`src/rtl/core/logistic_mixed_gradient_engine_unit_macros.svh`:
```
// Assertion macros for the gradient engine
`ifndef LOGISTIC_MIXED_GRADIENT_ENGINE_UNIT_MACROS_SVH
`define LOGISTIC_MIXED_GRADIENT_ENGINE_UNIT_MACROS_SVH
`ifndef SYNTHESIS
`define LMG_ASSERT_IMPL(lbl, clk, rst_n, ante, cons) \
  lbl: assert property (@(posedge clk) disable iff (!rst_n) (ante) |-> (cons)) \
    else $error("assertion failed");
`define LMG_ASSERT_NEXT(lbl, clk, rst_n, ante, cons) \
  lbl: assert property (@(posedge clk) disable iff (!rst_n) (ante) |=> (cons)) \
    else $error("assertion failed");
`else
`define LMG_ASSERT_IMPL(lbl, clk, rst_n, ante, cons)
`define LMG_ASSERT_NEXT(lbl, clk, rst_n, ante, cons)
`endif
`endif

```
`src/rtl/core/lmg_pkg.sv`:
```
package lmg_pkg;
  localparam int NCOEF = 17;
  localparam int NCAT = 4;
  localparam int NLEV = 4;
  localparam int NCONT = 4;
  localparam int IN_W = 176;
  localparam int OUT_W = 72;

  typedef enum logic [1:0] {
    OP_LOAD = 2'd0,
    OP_START = 2'd1,
    OP_OBS = 2'd2,
    OP_READ = 2'd3
  } op_t;

  typedef enum logic [2:0] {
    REG_LEV0 = 3'd0,
    REG_LEV1 = 3'd1,
    REG_LEV2 = 3'd2,
    REG_LEV3 = 3'd3,
    REG_CONT = 3'd4,
    REG_L1 = 3'd5,
    REG_L2 = 3'd6
  } reg_t;

  typedef struct packed {
    logic [1:0]  op;
    logic [4:0]  idx;
    logic [31:0] val;
    logic [3:0][1:0] cat;
    logic [3:0][31:0] cont;
    logic        label;
  } item_t;

  typedef struct packed {
    logic [15:0] prob;
    logic [4:0]  gidx;
    logic [47:0] gval;
    logic        last;
    logic        lerr;
  } res_t;

  function automatic logic signed [47:0] sat48(input logic signed [63:0] v);
    if (v > 64'sh00007FFFFFFFFFFF) return 48'sh7FFFFFFFFFFF;
    if (v < -64'sh0000800000000000) return 48'sh800000000000;
    return v[47:0];
  endfunction
endpackage

```
`src/rtl/core/lmg_front.sv`:
```
module lmg_front (
  input  logic          clk,
  input  logic          rst_n,
  input  logic          in_tvalid,
  output logic          in_tready,
  input  logic [175:0]  in_tdata,
  input  logic [1:0]    in_tuser,
  output logic          q_valid,
  input  logic          q_pop,
  output lmg_pkg::item_t q_item
);
  import lmg_pkg::*;
  item_t mem_r [2];
  logic [1:0] cnt_r;
  logic wp_r, rp_r;
  item_t it;
  assign it.op = in_tuser;
  assign it.idx = in_tdata[4:0];
  assign it.val = in_tdata[36:5];
  assign it.cat = {in_tdata[44:43], in_tdata[42:41], in_tdata[40:39], in_tdata[38:37]};
  assign it.cont = {in_tdata[172:141], in_tdata[140:109], in_tdata[108:77], in_tdata[76:45]};
  assign it.label = in_tdata[173];
  assign in_tready = (cnt_r != 2'd2);
  assign q_valid = (cnt_r != 2'd0);
  assign q_item = mem_r[rp_r];
  wire push = in_tvalid && in_tready;
  always_ff @(posedge clk) begin
    if (push) mem_r[wp_r] <= it;
    if (!rst_n) begin
      cnt_r <= '0; wp_r <= 1'b0; rp_r <= 1'b0;
    end else begin
      if (push) wp_r <= ~wp_r;
      if (q_pop) rp_r <= ~rp_r;
      cnt_r <= cnt_r + {1'b0, push} - {1'b0, q_pop};
    end
  end
endmodule

```
`config.mk`:
```
export PLATFORM = sky130hd
export DESIGN_NAME = lmg_front
export DESIGN_NICKNAME = d
export VERILOG_FILES = /design/src/rtl/core/logistic_mixed_gradient_engine_unit_macros.svh /design/src/rtl/core/lmg_pkg.sv /design/src/rtl/core/lmg_front.sv
export SDC_FILE = /design/constraint.sdc
export NUM_CORES = 1
export LEC_CHECK = 0
export ABC_AREA = 0
export BUFFER_PORTS_ARGS = -buffer_cell sky130_fd_sc_hd__buf_2
export CORE_MARGIN = 4
export CORE_UTILIZATION = 54
export CTS_BUF_LIST = sky130_fd_sc_hd__clkbuf_8
export CTS_CLUSTER_DIAMETER = 60
export DETAILED_ROUTE_END_ITERATION = 8
export PLACE_DENSITY = 0.82
export SYNTH_ARGS = -nofsm -noshare
export SYNTH_HDL_FRONTEND = slang
export SYNTH_SLANG_ARGS = --single-unit
```
`constraint.sdc`:
```
create_clock -name clk -period 6.1 [get_ports clk]
set_input_delay 0.305 -clock clk [delete_from_list [all_inputs] [get_ports clk]]
set_output_delay 0.305 -clock clk [all_outputs]
set_load 0.01 [all_outputs]
```
# [Yosys cells after proc, flatten, opt, wreduce, memory -nomap -nowiden]
# Memory sizes are Yosys's and may differ from the RTL's. A register that Yosys moved wholly into a read port is not among the register bits.
# Index checks and enable logic that the tools add are counted.
# W data, S select, Z words.
[totals] regBits=4 ram_bits=352 input_bits=182 out_inout_bits=178 wordCells=15 mem_count=1
[op_classes] addsub=2 n_eq_ne=1 muxes=4 n_bitwise=2 n_reduce_logical=2
[memory_table] name="mem_r" words=2 word_bits=176 rd=1 rd_ports_with_merged_regs=1 write_ports=1 line="lmg_front.sv:13" source="item_t mem_r [2];"
[ops] op="$mux W1" count=4
[ops] op="$add A2 B1 Y2" count=1
[ops] op="$ne A2 B2 Y1 const B" count=1
[ops] op="$not A1 Y1" count=2
[ops] op="$reduce_bool A2 Y1" count=1
[ops] op="$sub A2 B1 Y2" count=1
[ops] op="$logic_and A1 B1 Y1" count=1

# [Longest topological paths before layout]
# Gate-level depths: netlist (run 1).
[depth] depth_word=4 depth_mapped=7 depth_no_buf=7

# [Least setup slack after synthesis (run 1)]
# OpenSTA, ideal clock, no wires.
[synth_timing] kind="flip-flop to flip-flop" startpoint="register cnt_r[0]" endpoint="memory mem_r[1][0] (netlist name), enable pin" setup_time_ns=0.558 arrival_time_ns=4.702 required_time_ns=5.542 path_slack_ns=0.840 path_stages_with_launch=3 path_buffers=0 period_less_slack_ns=5.260 cell_sequence="dfxtp_1 nand2b_1 and3_1"
[synth_via] elab_chain_cells=4
[synth_lines] element="start, declared" line="lmg_front.sv:14" source="logic [1:0] cnt_r;"
[synth_lines] element="start signal, assigned" line="lmg_front.sv:34" source="cnt_r <= cnt_r + {1'b0, push} - {1'b0, q_pop};"
[synth_lines] element="$ne A2 B2 Y1" line="lmg_front.sv:23" source="assign in_tready = (cnt_r != 2'd2);"
[synth_lines] element="via in_tready" line="lmg_front.sv:5" source="output logic in_tready,"
[synth_lines] element="$logic_and A1 B1 Y1" line="lmg_front.sv:26" source="wire push = in_tvalid && in_tready;"
[synth_lines] element="$mux W1" line="lmg_front.sv:28" source="if (push) mem_r[wp_r] <= it;"
[synth_lines] element="$mux W1 (implied by the code)" line="lmg_front.sv:28"
[synth_lines] element="end, declared" line="lmg_front.sv:13"
# The timed path passes the listed nets, and every way through them passes these cells.

==> results.md, run 1 <==
- Met1 GRT Util: 23.8%
- Critical path's slowest cell: buf_4
- Die H: about 170 µm
- Critical Path Source Type: flip-flop
- Crit path capture type: output port
- Cts bufs inserted: between 50 and 60
- Avg WL per Cell: 20.5 µm
- Synth area leader: edfxtp_1
- Sequential share of the synthesized area: slightly below 80%
- Min Hold Slack: 0.0614 ns
- Post-DRT Antenna Nets: 0
- P per Cell Area: 307 nW/µm²
- Clk_skew: 0.0158 ns
- LEAKAGE: 0.00730 µW
- Fin. Hold Viols: 0
- WS Path Type: flip-flop to output port
- Nets: about 1300
- Root Buffer: clkbuf_8
- Mapped Cells: between 500 and 600
- Largest net degree at the start of global routing: 95
- CTS Hold Bufs: 176
- Slowest stage delay, CP: approximately 0.77 ns
- GRT Util Overall: a little over a fifth
- Post-synthesis cell type count: 24
- Setup_tns: 0 ns
- EDFF count, synth: around 350
- Core footprint: around 25000 µm²
- Final min period: ~3.0 ns
- Number of synthesized register bits: approximately 360
- Max IR drop VDD: 0.238 mV
- Setup ws final: 3.13 ns
- WL final: approximately 31 mm
- DIE AREA: around 28000 µm²
- Worst min path class: input pin to flip-flop
- Filler cell count: around 1400
- Status: finished, final reports clean
- Syn_nets: 759
- Most used DFF post-synth: edfxtp_1
- First-pass GRT wire length: 47.2 mm
- Syn avg cell area: 23.5 µm²
- Vias in the first global route: 8513
- Final slew viol count: 0
- Total gr overflow: 0
- Maxcap violations: 0
- H-tree depth: 2
- Top-count cell post-synth: edfxtp_1
- IO Count: 360
- RSZ-0062 raised after global routing: false
- Slew @ Worst Pin: 1.06 ns
- Rel. slew slack: 29.3%
- Async S/R FF share, synth: 0%
- Synthesized area: 13600 µm²
- Post-cts resize count: 0
- YS warnings: 0
- Area Growth Syn to Fin: 35.1%
- Clock-pin slew on the worst setup and hold paths: 0.06 ns
- Starting Density: 55.2%
- Post-DP HPWL: 17.7 mm
- Synth top area share: 78.0%
- Fmax: around 340 MHz
- CTS Sinks: about 360
- Share of layout cells above drive strength 1: 50.9%
- Top Usage Layer GRT: met2
- Area taken by multi-input logic gates: 2670 µm²
- Die width: 166 µm
- CTS tree: built
- Vias: 7671
- IO buf count: around 360
- Pre-CTS setup slack: 3.56 ns
- Reg area: 10700 µm²
- Crit path arrival time: around 2.7 ns
- Post-CTS Setup Repair Bufs: 0
- Overall power: 5620 µW
- Crit-path cells: buf_4, mux2_2, buf_2
- Worst-path fanout max: 45
- Synth top area cells: edfxtp_1, mux2_4, mux2_2
- Drt drc: 0
- Commonest cells post-synth: edfxtp_1, mux2_4, mux2_2
- Row count: 57
- Initial antenna violation count: 4
- Met3 Use GR: 5.95%
- Final period utilization: 48.7%
- Worst path required time: 5.79 ns
- Final setup vio count: 0
- GPL Wtd Cong: 0.759
- Final core occ: between 70% and 80%
- GRT met2 Usage: roughly two fifths
- Worst-Skew Late Latency: 0.57 ns
- 1st-iter DRT viols: 405
- TritonRoute pass-1 iters: 4
- Via density: 5.06
- Clock tree buffer depth: 3
## flip-flops by register name, summed over array words and instances (netlist names), named ones only
register / cells
cnt_r: 2
mem_r: 352
rp_r: 1
wp_r: 1
## per-stage QoR
step           std cells  cell area [µm²]
6_report            1516            18300
5_1_grt             1515            18300
4_1_cts             1511            18300
3_5_place_dp        1243            15600
3_3_place_gp        1243            15600
2_1_floorplan        576            13600
## power breakdown
part / leakage [µW] / internal (µW) / switching [µW] / total, µW
Combinational: 0.00344 / 460 / 442 / 902
Sequential: 0.00333 / 2950 / 68.4 / 3010
Clock: 0.000537 / 852 / 857 / 1710
Total: 0.00730 / 4260 / 1370 / 5620
## cells in the final DEF, fill, tap and decap left out, types with 2 or more instances in the layout
master	Yosys	routed
and2_1	3	3
buf_2	3	357
buf_4	0	5
clkbuf_8	0	57
clkinv_1	0	14
dfxtp_1	5	4
diode_2	0	5
dlygate4sd3_1	0	176
edfxtp_1	352	352
inv_1	2	20
mux2_2	36	36
mux2_4	140	140
nand2_1	2	2
nand3b_1	2	2
## critical path, delay by kind of cell, from the launching register on
kind     cells  cell delay, ns
mux          1            0.43
flops        1            0.76
buf+inv      2            0.92
## layer usage
metal  vias up  part of all wire (%)
met5         -                     0
met4         0                   4.4
met3        88                   6.9
met2       346                    53
met1      3776                    35
li1       3461                     -
## logic make-up after synthesis
group | Yosys count | synth area share (%)
adder cells (fa/ha/maj) | 1 | 0.0923
AND/OR/NAND/NOR | 12 | 0.545
flip-flops | 357 | 78.7
buffers and inverters | 22 | 1.58
multiplexers | 177 | 18.6
XOR/XNOR | 2 | 0.129
AO/OA/AOI/OAI | 5 | 0.332
## area by class of cell
class / instances / area share (%)
Clock buffer: 57 / 4.29
Timing Repair Buffer: 539 / 19.7
Antenna cell: 5 / 0.0684
Clock inverter: 35 / 0.745
Tap cell: 324 / 2.21
Inverter: 2 / 0.0684
Sequential cell: 357 / 58.3
Multi-Input combinational cell: 197 / 14.6
## final timing paths
| check | start | to | slack, ns | cells past startpoint |
|---|---|---|---|---|
| max | flip-flop | q_item[27] | 3.13 | 3 |
| min | rst_n | cnt_r[1]$_SDFF_PN0_ | 0.06 | 2 |
| max reg2reg | cnt_r[0]$_SDFF_PN0_ | mem_r[1][74]$_DFFE_PP_ | 3.54 | 3 |
| min reg2reg | rp_r$_SDFFE_PN0P_ | flip-flop | 0.58 | 2 |
Power figures use the tool's default switching activity.
==> inputs of run 2 (changes only) <==
- ABC_AREA: 0 -> 1
- clock period: 6.1 -> 2.76 ns (I/O delays scaled with it)
==> run 2 against run 1 <==
Against the previous run: design area grew 1.2%; largest cell class unchanged; highest routed layer is now met5; register-to-register slack lost 2.7 ns; die area fell by 0.32%; hold slack better by 0.24 ns; non-clock buffer count rose by 14; synthesized area decreased by 0.33%; clock power is 130% higher; sequential cell count stayed put.
==> results.md, run 2 <==
- Max reg flops: 352 (unchanged)
- WP depth: 3 (unchanged)
- Async S/R FF share, synth: 0% (unchanged)
- Post-synthesis cell type count: 13 (-46%)
- CTS Hold Bufs: 179 (+1.7%)
- Final period utilization: 84.4%
- Area Growth Syn to Fin: 37.1%
- Synth top area cells: edfxtp_1, mux2_4, mux2_2
- EDFF count, synth: 352 (unchanged)
- Finished Layout Cells: 1545 (+1.9%)
- Maxcap violations: 0 (unchanged)
- CTS tree: built
- Rel. slew slack: 62.0% (+33 points)
- Crit path arrival time: 2.19 ns (-0.48 ns)
- Vias in the first global route: 8605 (+1.1%)
- Largest registers: mem_r: 352 flops, cnt_r: 2 flops
- CP top delay family: flip-flops
- R2R cell count: 5 (+2)
- End of the critical path: q_item[4]
- Worst r2r dst: mem_r[1][88]$_DFFE_PP_
- Reg2reg setup slack: 0.83 ns (-2.71 ns)
- TritonRoute pass-1 iters: 7 (+3)
- Commonest non-fill, non-tap cell in the layout: buf_2
- Slew @ Worst Pin: 0.569 ns (-0.492 ns)
- Via density: 5.00 (-1.1%)
- Status: finished, final reports clean
- Post-cts resize count: 0 (unchanged)
- Worst-Skew Late Latency: 0.55 ns (-0.02 ns)
- YS warnings: 0 (unchanged)
- Post-DRT Antenna Nets: 0 (unchanged)
- Crit-path cells: buf_4, mux2_2, buf_2
- Reg2Reg Launch Point: cnt_r[0]$_SDFF_PN0_
- 1st-iter DRT viols: 441 (+8.9%)
- Number of synthesized register bits: 357 (unchanged)
- IO buf count: 357 (unchanged)
- Placed insts: 1259 (+1.3%)
- Synthesized area: 13500 µm² (-0.33%)
- Die H: 166 µm (-0.16%)
- Fmax: 429 MHz
- Most flops, register: mem_r
- Clock-pin slew on the worst setup and hold paths: 0.07 ns (about the same)
- Clk_skew: 0.0188 ns (+0.00300 ns)
- Die width: 166 µm (-0.16%)
- Root Buffer: clkbuf_8
- Placement Cell Area: 15800 µm² (+0.94%)
- P per Cell Area: 670 nW/µm² (+120%)
- Worst-path fanout max: 23 (-49%)
- Total gr overflow: 0 (unchanged)
- Nets: 1354 (+1.4%)
- Largest net degree at the start of global routing: 76 (-20%)
- Synth top area share: 78.3% (+0.26 points)
- Syn avg cell area: 23.2 µm² (-1.2%)
- Clock tree buffer depth: 3 (unchanged)
- Post-route cell area: 18500 µm² (+1.2%)
- Top-count cell post-synth: edfxtp_1
- GPL Wtd Cong: 0.754 (-0.70%)
- Share of layout cells above drive strength 1: 50.9% (+0.060 points)
- DIE AREA: 27600 µm² (-0.32%)
- Worst min path class: input pin to flip-flop
- Final min period: 2.33 ns
- Vias: 7728 (+0.74%)
- Final slew viol count: 0 (unchanged)
- WP buf/inv: 2 (unchanged)
- Critical Path Source Type: flip-flop
- WL final: 32.1 mm (+3.2%)
- CTS Sinks: 357 (unchanged)
- Crit path capture type: output port
- Core footprint: 24500 µm² (-0.29%)
- Min Hold Slack: 0.300 ns (+0.239 ns)
- Cts bufs inserted: 55 (unchanged)
- IO Count: 360 (unchanged)
- Drt drc: 0 (unchanged)
- First-pass GRT wire length: 49.0 mm (+3.9%)
- RSZ-0062 raised after global routing: false
- Most used DFF post-synth: edfxtp_1
- WS Path Type: flip-flop to output port
- Fin. Hold Viols: 0 (unchanged)
- Overall power: 12400 µW (+120%)
- Worst path required time: 2.62 ns (-3.17 ns)
- Post-DP HPWL: 18.1 mm (+2.2%)
- Row count: 57 (unchanged)
- H-tree depth: 2 (unchanged)
- Critical path's slowest cell: dfxtp_4
- Sequential share of the synthesized area: 79.0% (+0.26 points)
- Commonest cells post-synth: edfxtp_1, mux2_4, mux2_2
- Starting Density: 55.2% (about the same)
- Max IR drop VDD: 0.697 mV (+190%)
- Slowest stage delay, CP: 0.62 ns (-0.15 ns)
- Most frequent cells in the layout: buf_2, edfxtp_1, dlygate4sd3_1
- Mapped Cells: 581 (+0.87%)
- Final setup vio count: 0 (unchanged)
- Syn_nets: 764 (+0.66%)
- Initial antenna violation count: 6 (+2)
- Post-CTS Setup Repair Bufs: 0 (unchanged)
- GRT Util Overall: 22.8% (+1.1 points)
- Synth area leader: edfxtp_1
- Avg WL per Cell: 20.8 µm (+1.3%)
- LEAKAGE: 0.00743 µW (+1.7%)
run 2: cell type report:
class | count | area, µm²
flip-flops and latches | 357 | 10700
fillers | 1281 | 5950
repair buffers | 553 | 3810
multi-input cells | 199 | 2640
clock buffers | 55 | 757
well taps | 324 | 405
clock inverters | 48 | 204
inverters | 5 | 18.8
diodes | 4 | 10.0
run 2: routing by layer:
metal	GRT usage, %	routed length (µm)
met5	0	21
met4	10.2	1410
met1	24.6	11100
met3	6.31	2410
met2	41.5	17100
run 2: power breakdown:
group	internal, µW	leakage [µW]	total (µW)	switching (µW)
combinational	970	0.00355	1910	943
clock	1870	0.000558	3860	2000
sequential	6500	0.00332	6630	139
run 2: cell families (layout without fill, tap and decap cells):
kind of cell | count (synthesis) | after routing | synth area share, %
DFF | 357 | 357 | 79.0
muxes | 176 | 176 | 18.6
xor gates and xnor gates | 1 | 1 | 0.0649
buffers and inverters | 25 | 661 | 1.67
adders and majority gates | 1 | 1 | 0.0926
AOI/OAI and AO/OA | 1 | 1 | 0.0370
other | 0 | 4 | 0
and+or+nand+nor | 20 | 20 | 0.565
run 2: worst min-delay path by stage:
stage | from | to | depth (start not counted)
2_1_floorplan | rst_n | cnt_r[0]$_SDFF_PN0_ | 2
3_3_place_gp | in_tdata[113] | mem_r[0][69]$_DFFE_PP_ | 1
3_5_place_dp | in_tdata[56] | mem_r[0][12]$_DFFE_PP_ | 1
4_1_cts | in_tdata[147] | mem_r[0][103]$_DFFE_PP_ | 2
5_1_grt | in_tdata[145] | mem_r[1][101]$_DFFE_PP_ | 2
6_report | in_tdata[67] | mem_r[0][23]$_DFFE_PP_ | 2
run 2: through the flow:
step | TNS [ns] | utilization, % | setup slack [ns]
2_1_floorplan | -279.90 | - | -0.807
3_3_place_gp | 0 | 64.4 | 0.936
3_5_place_dp | 0 | 64.4 | 0.906
4_1_cts | 0 | 75.7 | 0.413
5_1_grt | 0 | 75.7 | 0.340
6_report | 0 | 75.7 | 0.430
==> inputs of run 3 (changes only) <==
- CORE_UTILIZATION: 54 -> 49
- PLACE_DENSITY: 0.82 -> 0.78
- clock period: 2.76 -> 2 ns (I/O delays scaled with it)
==> run 3 against run 2 <==
Against the previous run: worst setup slack worse by 0.43 ns; hold slack got worse by 0.040 ns; sequential power grew 38%; clock power is 38% higher; total power increased by 39%; largest cell class unchanged; design area is 2.3% higher; clock-buffer cell count up 2; wire length down 0.81%; global-route usage is 2.6 points lower; combinational power is 48% higher.
==> results.md, run 3 (synthesis results as in run 2) <==
- Status: finished, final reports clean
- WS Path Type: flip-flop to output port
- Via density: 4.93 (-1.5%)
- Critical Path Source Type: flip-flop
- Clk_skew: 0.0168 ns (-0.00199 ns)
- Crit path arrival time: 1.90 ns (-0.29 ns)
- Cts bufs inserted: 56 (+1.8%)
- DIE AREA: 30300 µm² (+9.7%)
- Final core occ: 70.1% (-5.6 points)
- RSZ-0062 raised after global routing: true
- GRT Util Overall: 20.2% (-2.6 points)
- Worst-Skew Late Latency: 0.56 ns (about the same)
- Post-route cell area: 18900 µm² (+2.3%)
- Area taken by multi-input logic gates: 2640 µm² (unchanged)
- Core footprint: 27000 µm² (+10%)
- 1st-iter DRT viols: 495 (+12%)
- Share of layout cells above drive strength 1: 51.8% (+0.82 points)
- Avg WL per Cell: 20.3 µm (-2.0%)
- CP top delay family: buffers and inverters
- Min Hold Slack: 0.260 ns (-0.0405 ns)
- Total gr overflow: 0 (unchanged)
- Root Buffer: clkbuf_8
- Setup_tns: 0 ns (unchanged)
- Most frequent cells in the layout: edfxtp_1, buf_2, dlygate4sd3_1
- Worst-path fanout max: 52 (+130%)
- Slew @ Worst Pin: 0.531 ns (-0.0374 ns)
- Worst min path class: input pin to flip-flop
- LEAKAGE: 0.00761 µW (+2.4%)
- Maxcap violations: 0 (unchanged)
- Commonest non-fill, non-tap cell in the layout: edfxtp_1
- Fmax: 500 MHz
- Max IR drop VDD: 0.647 mV (-7.1%)
- P per Cell Area: 912 nW/µm² (+36%)
- Drt drc: 0 (unchanged)
- WL final: 31.8 mm (-0.81%)
- TritonRoute pass-1 iters: 4 (-3)
- IO buf count: 357 (unchanged)
- Fin. Hold Viols: 0 (unchanged)
- Clock tree buffer depth: 3 (unchanged)
- Crit path capture type: output port
- Final min period: 2.00 ns
- Reg area: 10700 µm² (unchanged)
- Initial antenna violation count: 0 (-6)
- Critical path's slowest cell: dfxtp_4
- Largest net degree at the start of global routing: 85 (+12%)
- Slowest stage delay, CP: 0.44 ns (-0.18 ns)
- Vias in the first global route: 8605 (unchanged)
- Crit-path cells: buf_16, mux2_4, buf_6
- GPL Wtd Cong: 0.751 (-0.37%)
- Worst path required time: 1.90 ns (-0.72 ns)
- Post-DRT Antenna Nets: 0 (unchanged)
- IO Count: 360 (unchanged)
- Area Growth Syn to Fin: 40.2%
- Nets: 1365 (+0.81%)
- Placement Cell Area: 15800 µm² (+0.55%)
- Most flops, register: mem_r
- Die H: 174 µm (+4.7%)
- CTS Sinks: 357 (unchanged)
- CTS tree: built
- Largest registers: mem_r: 352 flops, cnt_r: 2 flops
- Starting Density: 50.0% (-5.2 points)
- Die width: 174 µm (+4.7%)
- Rel. slew slack: 64.6% (+2.6 points)
- Max reg flops: 352 (unchanged)
- Clock-pin slew on the worst setup and hold paths: 0.06 ns (about the same)
- H-tree depth: 2 (unchanged)
- Filler cell count: 1637 (+28%)
- Final setup vio count: 0 (unchanged)
- Overall power: 17300 µW (+39%)
- Final slew viol count: 0 (unchanged)
- Vias: 7698 (-0.39%)
- WP buf/inv: 2 (unchanged)
- First-pass GRT wire length: 48.0 mm (-2.0%)
- Final period utilization: between 90% and 100%
- Post-DP HPWL: 18.1 mm (+0.13%)
- Row count: 60 (+5.3%)
[run 3: cell types whose count changed in the layout (fill, tap and decap cells not counted), moves of 3 or more]
cell      previous run  this run
buf_6                0        42
buf_2              357       317
clkinv_1            18         8
buf_4                9        12
diode_2              4         1
[run 3: worst paths after layout]
check | slack [ns] | cells after the start | to | start
max | 0.00004 | 3 | q_item[168] | flip-flop
max reg2reg | 0.39 | 5 | mem_r[1][112]$_DFFE_PP_ | cnt_r[0]$_SDFF_PN0_
min | 0.26 | 2 | mem_r[1][139]$_DFFE_PP_ | in_tdata[7]
min reg2reg | 0.51 | 2 | flip-flop | rp_r$_SDFFE_PN0P_
[run 3: worst reg2reg max path: stages, from the launching register on]
cell,delay (ns)
dfxtp_2,0.35
inv_2,0.05
nand2_4,0.07
nand2_4,0.10
nor2_4,0.19
buf_12,0.38
[run 3: area by class of cell]
type                            count  area share, %
Clock buffer                       57           4.14
Antenna cell                        1         0.0132
Inverter                            5         0.0991
Multi-Input combinational cell    199           13.9
Clock inverter                     40          0.905
Tap cell                          341           2.25
Sequential cell                   357           56.4
Timing Repair Buffer              563           22.3
[run 3: repair_timing]
item                                    in CTS  in global routing
endpoints found under the setup margin     160                 98
gates cloned                                 0                  2
endpoints found under the hold margin      357                  0
hold buffers                               179                  0
buffers inserted                             5                  1
gates resized for setup                     43                  0
[run 3: per-stage QoR]
stage | instances | setup slack, ns
3_3_place_gp | 1278 | 0.485
3_5_place_dp | 1278 | 0.447
6_report | 1563 | 0.0000411
4_1_cts | 1559 | -0.0388
2_1_floorplan | 581 | -1.57
5_1_grt | 1562 | -0.0619
[run 3: metal layers]
layer / routed length, µm / track usage (%) / up-vias
met5: 0 / 0 / -
met4: 999 / 7.09 / 0
met3: 2140 / 5.79 / 64
met2: 17200 / 37.7 / 335
met1: 11500 / 21.8 / 3795
li1: - / - / 3504
[run 3: power breakdown]
group	switching [µW]	internal (µW)
sequential	173	8970
combinational	1340	1490
clock	2680	2630
total	4190	13100
